### src/rtl/core/rps_pkg.sv
// Shared types and constants for the radius point suppression block.
package rps_pkg;

	localparam int COORD_W = 12;            // coordinate field width on the ports
	localparam int THR_W   = 12;            // distance threshold register width
	localparam int LIM_W   = 2 * THR_W;     // squared threshold width
	localparam int KCNT_W  = 7;             // reported kept count width
	localparam int REG_W   = 1;             // register index width (byte address bit 2)

	localparam logic [THR_W-1:0] THR_RESET = 12'd16;

	// register indexes
	localparam logic [REG_W-1:0] REG_DISTANCE_THRESHOLD = 1'b0;

	typedef struct packed {
		logic [COORD_W-1:0] point_x;
		logic [COORD_W-1:0] point_y;
		logic               start_set;
	} point_t;

	typedef struct packed {
		logic              keep;
		logic              overflow;
		logic [KCNT_W-1:0] kept_count;
	} result_t;

	// one distance test coming out of the compare pipeline
	typedef struct packed {
		logic valid;
		logic close;
	} dist_res_t;

	typedef enum logic [1:0] {
		ST_IDLE,
		ST_SCAN,
		ST_DONE
	} state_t;

endpackage

### src/rtl/core/radius_point_suppression.sv
// Top level: point sequencer, kept-point table, threshold register and result register.
//
// Points come in on the point channel (valid/ready) and each one yields exactly one
// beat on the result channel: keep, overflow and the kept count after that point.
// The point is compared against every point kept so far in the current set; the
// stored points are read from the table RAM one per cycle and run through a
// three-stage distance pipeline (abs diff, square, sum and compare).
// A point with start_set high empties the table first.
// The scan runs until all N stored points have come back from the distance pipeline,
// N being the kept count seen by the point; a close match stops the scan early.
// A new point is accepted only after the result of the last one is registered.
// The result sits in an output register; the next point is accepted and scanned
// while it waits. If the receiver stalls, the block holds the finished result of
// the following point until the register is free, and takes no further point.
// distance_threshold is written over the APB port at byte address 0 (reset 16);
// a threshold of zero keeps every point while the table has room. Reset empties the
// table, clears result_valid and restores the threshold; no clearing pass is needed.
module radius_point_suppression #(
	parameter int MAX_KEPT   = 64,
	parameter int COORD_BITS = 12
) (
	input  logic              clk,
	input  logic              arst_n,
	input  logic              point_valid,
	output logic              point_ready,
	input  rps_pkg::point_t   point,
	output logic              result_valid,
	input  logic              result_ready,
	output rps_pkg::result_t  result,
	input  logic              psel,
	input  logic              penable,
	input  logic              pwrite,
	input  logic [2:0]        paddr,
	input  logic [31:0]       pwdata,
	output logic [31:0]       prdata,
	output logic              pready
);

	localparam int CW    = COORD_BITS;
	localparam int AW    = (MAX_KEPT > 1) ? $clog2(MAX_KEPT) : 1;
	localparam int CNT_W = $clog2(MAX_KEPT + 1);
	localparam int PW    = rps_pkg::COORD_W;
	localparam int KW    = rps_pkg::KCNT_W;

	rps_pkg::state_t state_q, state_d;

	logic [rps_pkg::THR_W-1:0] thr_q;
	logic [rps_pkg::LIM_W-1:0] limit_q;
	logic [CNT_W-1:0]          count_q, issue_q, ret_q, cnt_next;
	logic                      hit_q;
	logic [CW-1:0]             px_q, py_q, px_in, py_in;
	logic [CW+PW-1:0]          px_ext, py_ext;
	logic [CNT_W+KW-1:0]       cnt_ext;
	logic                      result_valid_q;
	rps_pkg::result_t          result_q;

	logic accept, re, flush, finish, store, slot_free, room, cfg_wr;
	logic [2*CW-1:0] rdata;
	rps_pkg::dist_res_t res;

	// coordinates masked or widened to the table width
	assign px_ext = {{CW{1'b0}}, point.point_x};
	assign py_ext = {{CW{1'b0}}, point.point_y};
	assign px_in  = px_ext[CW-1:0];
	assign py_in  = py_ext[CW-1:0];

	assign slot_free = ~result_valid_q | result_ready;
	assign room      = count_q < CNT_W'(MAX_KEPT);
	assign accept    = point_valid & point_ready;

	always_comb begin
		state_d     = state_q;
		point_ready = 1'b0;
		re          = 1'b0;
		flush       = 1'b0;
		finish      = 1'b0;
		unique case (state_q)
			rps_pkg::ST_IDLE: begin
				point_ready = 1'b1;
				if (point_valid) begin
					state_d = rps_pkg::ST_SCAN;
				end
			end
			rps_pkg::ST_SCAN: begin
				if (hit_q || ret_q == count_q) begin
					state_d = rps_pkg::ST_DONE;
				end else begin
					re = issue_q != count_q;
				end
			end
			rps_pkg::ST_DONE: begin
				flush = 1'b1;  // drop reads still in flight after an early hit
				if (slot_free) begin
					finish  = 1'b1;
					state_d = rps_pkg::ST_IDLE;
				end
			end
			default: state_d = rps_pkg::ST_IDLE;
		endcase
	end

	assign store    = finish & ~hit_q & room;
	assign cnt_next = count_q + CNT_W'(store);
	assign cnt_ext  = {{KW{1'b0}}, cnt_next};

	always_ff @(posedge clk or negedge arst_n) begin
		if (!arst_n) begin
			state_q        <= rps_pkg::ST_IDLE;
			count_q        <= '0;
			issue_q        <= '0;
			ret_q          <= '0;
			hit_q          <= 1'b0;
			result_valid_q <= 1'b0;
			thr_q          <= rps_pkg::THR_RESET;
		end else begin
			state_q <= state_d;
			if (accept) begin
				issue_q <= '0;
				ret_q   <= '0;
				hit_q   <= 1'b0;
				if (point.start_set) begin
					count_q <= '0;
				end
			end
			if (re) begin
				issue_q <= issue_q + 1'b1;
			end
			if (state_q == rps_pkg::ST_SCAN && res.valid) begin
				ret_q <= ret_q + 1'b1;
				if (res.close) begin
					hit_q <= 1'b1;
				end
			end
			if (store) begin
				count_q <= cnt_next;
			end
			if (finish) begin
				result_valid_q <= 1'b1;
			end else if (result_ready) begin
				result_valid_q <= 1'b0;
			end
			if (cfg_wr) begin
				thr_q <= pwdata[rps_pkg::THR_W-1:0];
			end
		end
	end

	always_ff @(posedge clk) begin
		if (accept) begin
			px_q    <= px_in;
			py_q    <= py_in;
			limit_q <= rps_pkg::LIM_W'(thr_q) * rps_pkg::LIM_W'(thr_q);
		end
		if (finish) begin
			result_q.keep       <= store;
			result_q.overflow   <= ~hit_q & ~room;
			result_q.kept_count <= cnt_ext[KW-1:0];
		end
	end

	assign result_valid = result_valid_q;
	assign result       = result_q;

	// APB register port
	assign pready = 1'b1;
	assign cfg_wr = psel & penable & pwrite
		& (paddr[2] == rps_pkg::REG_DISTANCE_THRESHOLD);

	always_comb begin
		prdata = '0;
		if (paddr[2] == rps_pkg::REG_DISTANCE_THRESHOLD) begin
			prdata = {{(32 - rps_pkg::THR_W){1'b0}}, thr_q};
		end
	end

	rps_ram #(
		.WIDTH (2 * CW),
		.DEPTH (MAX_KEPT)
	) u_table (
		.clk   (clk),
		.we    (store),
		.waddr (count_q[AW-1:0]),
		.wdata ({px_q, py_q}),
		.re    (re),
		.raddr (issue_q[AW-1:0]),
		.rdata (rdata)
	);

	rps_dist #(
		.COORD_BITS (CW)
	) u_dist (
		.clk    (clk),
		.arst_n (arst_n),
		.re     (re),
		.flush  (flush),
		.px     (px_q),
		.py     (py_q),
		.limit  (limit_q),
		.rdata  (rdata),
		.res    (res)
	);

endmodule

### src/rtl/core/rps_ram.sv
// Generic single-write, single-read RAM with registered read data.
module rps_ram #(
	parameter int WIDTH = 24,
	parameter int DEPTH = 64,
	localparam int AW = (DEPTH > 1) ? $clog2(DEPTH) : 1
) (
	input  logic             clk,
	input  logic             we,
	input  logic [AW-1:0]    waddr,
	input  logic [WIDTH-1:0] wdata,
	input  logic             re,
	input  logic [AW-1:0]    raddr,
	output logic [WIDTH-1:0] rdata
);

	logic [WIDTH-1:0] mem [DEPTH];

	always_ff @(posedge clk) begin
		if (we) begin
			mem[waddr] <= wdata;
		end
		if (re) begin
			rdata <= mem[raddr];
		end
	end

endmodule

### src/rtl/core/rps_dist.sv
// Pipelined squared-distance test of the current point against one stored point per cycle.
module rps_dist #(
	parameter int COORD_BITS = 12
) (
	input  logic                      clk,
	input  logic                      arst_n,
	input  logic                      re,
	input  logic                      flush,
	input  logic [COORD_BITS-1:0]     px,
	input  logic [COORD_BITS-1:0]     py,
	input  logic [rps_pkg::LIM_W-1:0] limit,
	input  logic [2*COORD_BITS-1:0]   rdata,
	output rps_pkg::dist_res_t        res
);

	localparam int CW    = COORD_BITS;
	localparam int SQ_W  = 2 * CW;
	localparam int SUM_W = SQ_W + 1;
	localparam int CMP_W = (SUM_W > rps_pkg::LIM_W) ? SUM_W : rps_pkg::LIM_W;

	logic            v_s1, v_s2, v_s3;
	logic [CW-1:0]   kx, ky, dx, dy;
	logic [CW-1:0]   dx_s2, dy_s2;
	logic [SQ_W-1:0] sqx_s3, sqy_s3;
	logic [SUM_W-1:0] sum;

	assign kx = rdata[2*CW-1:CW];
	assign ky = rdata[CW-1:0];
	assign dx = (px >= kx) ? (px - kx) : (kx - px);
	assign dy = (py >= ky) ? (py - ky) : (ky - py);

	always_ff @(posedge clk or negedge arst_n) begin
		if (!arst_n) begin
			v_s1 <= 1'b0;
			v_s2 <= 1'b0;
			v_s3 <= 1'b0;
		end else begin
			v_s1 <= re & ~flush;
			v_s2 <= v_s1 & ~flush;
			v_s3 <= v_s2 & ~flush;
		end
	end

	always_ff @(posedge clk) begin
		dx_s2  <= dx;
		dy_s2  <= dy;
		sqx_s3 <= SQ_W'(dx_s2) * SQ_W'(dx_s2);
		sqy_s3 <= SQ_W'(dy_s2) * SQ_W'(dy_s2);
	end

	assign sum       = SUM_W'(sqx_s3) + SUM_W'(sqy_s3);
	assign res.valid = v_s3;
	assign res.close = CMP_W'(sum) < CMP_W'(limit);

endmodule
### config.mk
export PLATFORM = sky130hd
export DESIGN_NAME = radius_point_suppression
export DESIGN_NICKNAME = d
export VERILOG_FILES = /design/src/rtl/core/rps_pkg.sv /design/src/rtl/core/radius_point_suppression.sv /design/src/rtl/core/rps_ram.sv /design/src/rtl/core/rps_dist.sv
export SDC_FILE = /design/constraint.sdc
export NUM_CORES = 2
export LEC_CHECK = 0
export BUFFER_PORTS_ARGS = -buffer_cell sky130_fd_sc_hd__buf_4
export CORE_MARGIN = 2
export CORE_UTILIZATION = 35
export DETAILED_ROUTE_END_ITERATION = 12
export HOLD_SLACK_MARGIN = 0.15
export PLACE_DENSITY_LB_ADDON = 0.05
export SETUP_SLACK_MARGIN = 0.4
export SLEW_MARGIN = 25
export SYNTH_ARGS = -nofsm -noshare
export SYNTH_HDL_FRONTEND = slang
export SYNTH_SLANG_ARGS = --single-unit
export TNS_END_PERCENT = 10
### constraint.sdc
create_clock -name clk -period 6.1 [get_ports clk]
set_input_delay 0.61 -clock clk [delete_from_list [all_inputs] [get_ports clk]]
set_output_delay 0.61 -clock clk [all_outputs]
set_load 0.03 [all_outputs]
; Word level (Yosys, flattened, before mapping)
; Memory sizes are Yosys's and may differ from the RTL's. A register that Yosys moved wholly into a read port is not among the register bits.
; Cells that the tools add are included.
[classes]
n_lt_le_gt_ge = 4
eq_ne = 7
bitwise = 16
multipliers = 3
reduce_logical = 10
mux = 26
add_sub_neg = 8
[op_table]
columns = operator, n
row1 = $mul 12x12->24, 3
row2 = $sub 12x12->12, 4
row3 = $mux 7, 6
row4 = $mux 12, 3
row5 = $add 24x24->25, 1
row6 = $lt 25x24->1, 1
row7 = $ge 12x12->1, 2
row8 = $add 7x1->7 const B, 2
row9 = $mux 1, 13
row10 = $and 1x1->1, 10
row11 = $reduce_bool 2->1, 5
row12 = $add 7x1->7, 1
row13 = $eq 7x7->1, 1
row14 = $lt 7x7->1 const B, 1
row15 = $ne 7x7->1, 1
row16 = $mux 2, 3
row17 = $ne 2x2->1 const B, 3
row18 = $pmux 2 s3, 1
row19 = $not 1->1, 5
row20 = $reduce_and 3->1, 1
row21 = $eq 2x1->1 const B, 1
row22 = $eq 2x2->1 const B, 1
row23 = $logic_not 2->1, 1
row24 = $reduce_and 2->1, 1
row25 = other kinds (3), 3
[totals]
memories = 1
out_inout_bits = 44
regBits = 169
wordCells = 95
ramBits = 1536
[memory_table]
columns = memory, depth, word_bits, rd, rd_clocked_by_memory_dff, write_ports, line_no
row1 = u_table.mem, 64, 24, 1, 1, 1, rps_ram.sv:16  ; logic [WIDTH-1:0] mem [DEPTH];

; Longest topological paths before layout
[logic_depth]
depth_word = 8
ltp_mapped = 23
ltp_nobuf = 22

; Cells and area by module
; A second synthesis with hierarchy kept.
[unflattened]
hier_cells = 4831
hier_area_um2 = 80283.2
[by_module_without_submodules]
columns = mod, instances, seq_area_each_um2, area_each_um2, cells_each
row1 = rps_ram, 1, 46844.9, 59535.8, 2610
row2 = rps_dist, 1, 1476.4, 12866.1, 1471
row3 = radius_point_suppression, 1, 2608.8, 7881.3, 750

; Least setup slack after synthesis
; No wires, ideal clock.
[synth_path]
path_kind = flip-flop to flip-flop
start = register thr_q[4] (netlist name)
end = register limit_q[21] (netlist name) (data pin)
stages_incl_launch_ff = 22
n_path_buf = 1
required_time_ns = 5.842
path_slack_ns = 0.536
t_arrival_ns = 5.307
period_less_slack_ns = 5.564
setup_ns = 0.258
path_cell_list = dfstp_2 -> clkbuf_1 -> nand2_1 -> inv_1 -> fa_1 -> inv_1 -> fa_1 -> fa_1 -> inv_1 -> fa_1 -> inv_1 -> fa_1 -> inv_1 -> ha_1 -> a211oi_1 -> nor2_1 -> a2111o_1 -> o221ai_1 -> a21oi_1 -> a221oi_1 -> nor2b_1 -> xnor2_1
[synth_via]
elab_chain_len = 1
[synth_rtl]
columns = element, line_no
row1 = from (decl), radius_point_suppression.sv:47  ; logic [rps_pkg::THR_W-1:0] thr_q;
row2 = from (signal assigned), radius_point_suppression.sv:114  ; thr_q <= rps_pkg::THR_RESET;
row3 = from (signal assigned), radius_point_suppression.sv:143  ; thr_q <= pwdata[rps_pkg::THR_W-1:0];
row4 = $mul 12x12->24, radius_point_suppression.sv:152  ; limit_q <= rps_pkg::LIM_W'(thr_q) * rps_pkg::LIM_W'(thr_q);
row5 = to (signal assigned), radius_point_suppression.sv:152
row6 = to (decl), radius_point_suppression.sv:48  ; logic [rps_pkg::LIM_W-1:0] limit_q;
; Every way passes these cells.
; A chain may end at the register's enable or synchronous reset.

; Final worst setup path
[layout_path]
start = register thr_q[2] (netlist name)
end = register limit_q[21] (netlist name) (data pin)
; Same word-level chain as after synthesis.

==> flow_summary_export.csv <==
group,metric,value,unit
die,initial_utilization,0.353,
final_layout,stdcell_area,91400,µm²
die,die_width,480,µm
die,coreArea,225000,µm²
timing,hold-worst-slack,0.233,ns
grt,grt_pass1_vias,42600,
final_layout,mostFrequentLayoutCells,"1616 x sky130_fd_sc_hd__edfxtp_1, 504 x sky130_fd_sc_hd__mux4_2, 470 x sky130_fd_sc_hd__inv_1, 269 x sky130_fd_sc_hd__ha_1, 238 x sky130_fd_sc_hd__fa_1",
timing,rsz0062_at_grt,"yes",
routing,final_antenna_net_count,0,
timing,setup_viol_count_final,0,
logic_synthesis,synthesis.instances,4423,
timing,fin_worst_skew,0.0715,ns
final_layout,final-instance-count-excl-fill,7858,
worst_setup_path,count_of_cells_along_the_worst_register_to_register_path,18,
die,die-height,480,µm
routing,detail_route.iter0.violations,3214,
routing,via_per_inst,5.08,
hold_path,min_delay_path_depth,3,
timing,timing.final.crit_period,5.51,ns
worst_setup_path,criticalPathCategory,"reg -> reg",
routing,wl,220000,µm
worst_setup_path,endpoint_of_the_lowest_slack_register_to_register_path,"limit_q[21]$_DFFE_PP_",
grt,largest_net_degree_at_the_start_of_global_routing,89,
job,max_cap_violations,0,
placed_design,postPlaceCellArea,84700,µm²
cts,clk_path_buf_depth,3,
die,num_rows,174,
logic_synthesis,yosys-mux-area-fraction,0.147,
worst_setup_path,critical_path_peak_fanout,9,
logic_synthesis,post_synthesis_share_of_cell_area_spent_on_and_or_nand_and_nor_gates,0.0363,
worst_setup_path,critPathCaptureType,"register",
logic_synthesis,ys_seq_area_frac,0.642,
logic_synthesis,postSynthRegisterBits,1726,
final_layout,drive_gt1_frac,0.232,
placed_design,io_buffers,67,
logic_synthesis,compound_gate_fraction_of_synth_area,0.0247,
final_layout,post_layout_nets,5278,
hold_path,worst_hold_path_type,"in -> reg",
routing,drt_drc_violations_left,0,
run_status,status,"complete, no violations",
routing,num_vias,39900,
final_layout,syn2layout_area_growth,15.2,%
timing,setup_tns,0,ns
placed_design,place.gp.congestion,0.778,
worst_setup_path,critical_path.max_stage_delay,0.59,ns
logic_synthesis,synth_top_family_by_area,"multiplexers",
routing,wire_per_inst,28.0,µm
placed_design,place.detailed.hpwl,132000,µm
worst_setup_path,timing.critical_path.slowest_stage_cell,"sky130_fd_sc_hd__fa_1",
logic_synthesis,synth-edff-count,1616,
cts,cts_tree,"yes",
placed_design,place.detailed.instances,7462,
cts,master_cell_of_the_clock_root_buffer,"sky130_fd_sc_hd__clkbuf_16",
logic_synthesis,synth_cell_types,77,
cts,cts_sinks,1726,
worst_setup_path,critPathMostFrequentCell,"sky130_fd_sc_hd__fa_1",
worst_setup_path,critical_path.cell_chain,"and2_1 -> fa_1 -> inv_1 -> fa_1 -> inv_1 -> fa_1 -> fa_1 -> inv_1 -> fa_1 -> inv_1 -> ha_1 -> and4_1 -> a2111o_1 -> o221ai_2 -> a21oi_2 -> a221oi_2 -> nor2b_2 -> xnor2_1",
worst_setup_path,path_delay_family,"adder cells",
logic_synthesis,average_size_of_a_mapped_cell,17.9,µm²
timing,hold_viol,0,
timing,timing.fmax,181,MHz
cts,clk_lat_worst_skew,0.84,ns
cts,worst_setup_hold_path_clk_slew,0.06,ns
logic_synthesis,synth_adder_area_share,0.103,
timing,slew_headroom,0.259,
worst_setup_path,setup.reg_to_reg.worst_slack,0.59,ns
logic_synthesis,post_synth_xor_area_fraction,0.0132,
grt,grt_pass1_wl,314000,µm
grt,grt_use_total,0.193,
worst_setup_path,setup.worst_path.start_class,"register",
hold_path,min_to,"result_valid$_DFFE_PN0P_",
die,io-pin-count,111,
die,dieArea,231000,µm²
grt,antenna_found_initial,37,
timing,worst_slew_pin_slew,1.11,ns
logic_synthesis,ys.flop_type,"sky130_fd_sc_hd__edfxtp_1",
logic_synthesis,synthArstFlopShare,0.0232,
logic_synthesis,ys.warnings.count,0,
worst_setup_path,worstPathArrival,6.04,ns
routing,detail_route.first_pass.iterations,7,
grt,overflow,0,
worst_setup_path,timing.critical_path.required,6.63,ns
timing,period_share,0.903,
logic_synthesis,syn_std_cell_area,79400,µm²
cts,cts_made_buffers,192,
worst_setup_path,r2r_start,"thr_q[2]$_DFFE_PN0P_",
final_layout,layout_commonest_cell,"sky130_fd_sc_hd__edfxtp_1",
timing,final-max-slew-violation-count,0,
cts,htreeDepth,4,
hold_path,hold_path.startpoint,"result_ready",
worst_setup_path,path_buf_inv,4,
## Yosys cell counts, types with 43 or more instances
cell type	n	area (µm²)
sky130_fd_sc_hd__edfxtp_1	1616	48500
sky130_fd_sc_hd__mux4_2	504	11400
sky130_fd_sc_hd__inv_1	471	1770
sky130_fd_sc_hd__ha_1	270	3380
sky130_fd_sc_hd__fa_1	238	4760
sky130_fd_sc_hd__nor2_1	141	529
sky130_fd_sc_hd__and2_1	132	826
sky130_fd_sc_hd__nand2_1	123	462
sky130_fd_sc_hd__clkbuf_1	113	424
sky130_fd_sc_hd__xnor2_1	77	674
sky130_fd_sc_hd__a21oi_1	70	350
sky130_fd_sc_hd__dfxtp_1	70	1400
sky130_fd_sc_hd__o21ai_0	46	230
sky130_fd_sc_hd__xor2_1	43	377
## per-layer routing
metal  vias to the layer above  track usage  share of wire
met4                         6       0.0519          0.027
li1                      17400            -              -
met3                       278       0.0258          0.040
met2                       745        0.329           0.50
met5                         -            0        0.00020
met1                     21500        0.259           0.43
## worst max path at each step
stage	start	endpoint	slack, ns	depth (start not counted)
final	thr_q[2]$_DFFE_PN0P_	limit_q[21]$_DFFE_PP_	0.59	18
after detailed placement	thr_q[4]$_DFFE_PN1P_	limit_q[21]$_DFFE_PP_	0.29	20
after global placement	thr_q[4]$_DFFE_PN1P_	limit_q[23]$_DFFE_PP_	0.28	20
after CTS	u_dist.dx_s2[5]$_DFF_P_	u_dist.sqx_s3[23]$_DFF_P_	0.42	21
after global routing	u_dist.dy_s2[3]$_DFF_P_	u_dist.sqy_s3[23]$_DFF_P_	0.30	19
after floorplan	thr_q[4]$_DFFE_PN1P_	limit_q[21]$_DFFE_PP_	0.54	21
## final cells by class
type | count | area, µm²
clock inverter | 114 | 1130
multi-input combinational | 2049 | 26300
sequential | 1726 | 51000
antenna | 7 | 17.5
inverter | 472 | 1770
fill | 20400 | 134000
tap | 2992 | 3740
timing repair buffer | 262 | 2350
clock buffer | 236 | 5050
## through the flow
stage               utilization  setup slack, ns
floorplan                     -            0.536
global placement          0.376            0.284
detailed placement        0.376            0.292
CTS                       0.406            0.420
global route              0.406            0.303
finish                    0.406            0.589
## sequential cells by signal, indices dropped and copies added, names as in the netlist
name and flops:
ret_q 7, u_table.mem 1536, issue_q 7, u_dist.v_s2 1
u_table.rdata 24, thr_q 12, u_dist.v_s1 1, px_q 12
limit_q 23, u_dist.dy_s2 12, u_dist.sqx_s3 23, result 9
count_q 7, u_dist.dx_s2 12, u_dist.sqy_s3 23, py_q 12
u_dist.v_s3 1, result_valid 1, state_q 2, hit_q 1
## kinds of logic after synthesis
| group | count (synthesis) |
|---|---|
| compound gates | 294 |
| xor+xnor | 120 |
| fa+ha+maj | 508 |
| buf+inv | 667 |
| flops | 1726 |
| mux | 537 |
| other cells | 2 |
| simple gates | 569 |
## tightest hold or removal path, cell delays in order
cell	delay [ns]
sky130_fd_sc_hd__buf_4	0.12
sky130_fd_sc_hd__nand2b_1	0.20
sky130_fd_sc_hd__nand2_1	0.07
## repair_timing
| item | in CTS | in global routing |
|---|---|---|
| hold buffers | 38 | 0 |
| gates resized for setup | 3 | 23 |
| endpoints found under the hold margin | 76 | 0 |
| buffers inserted | 0 | 1 |
| setup endpoints to repair | 2 | 13 |
| pin swaps | 0 | 1 |
| cloned | 0 | 0 |
Power is not shown: default switching activity piles up to over one toggle a cycle in this logic, so the estimate is an artifact.
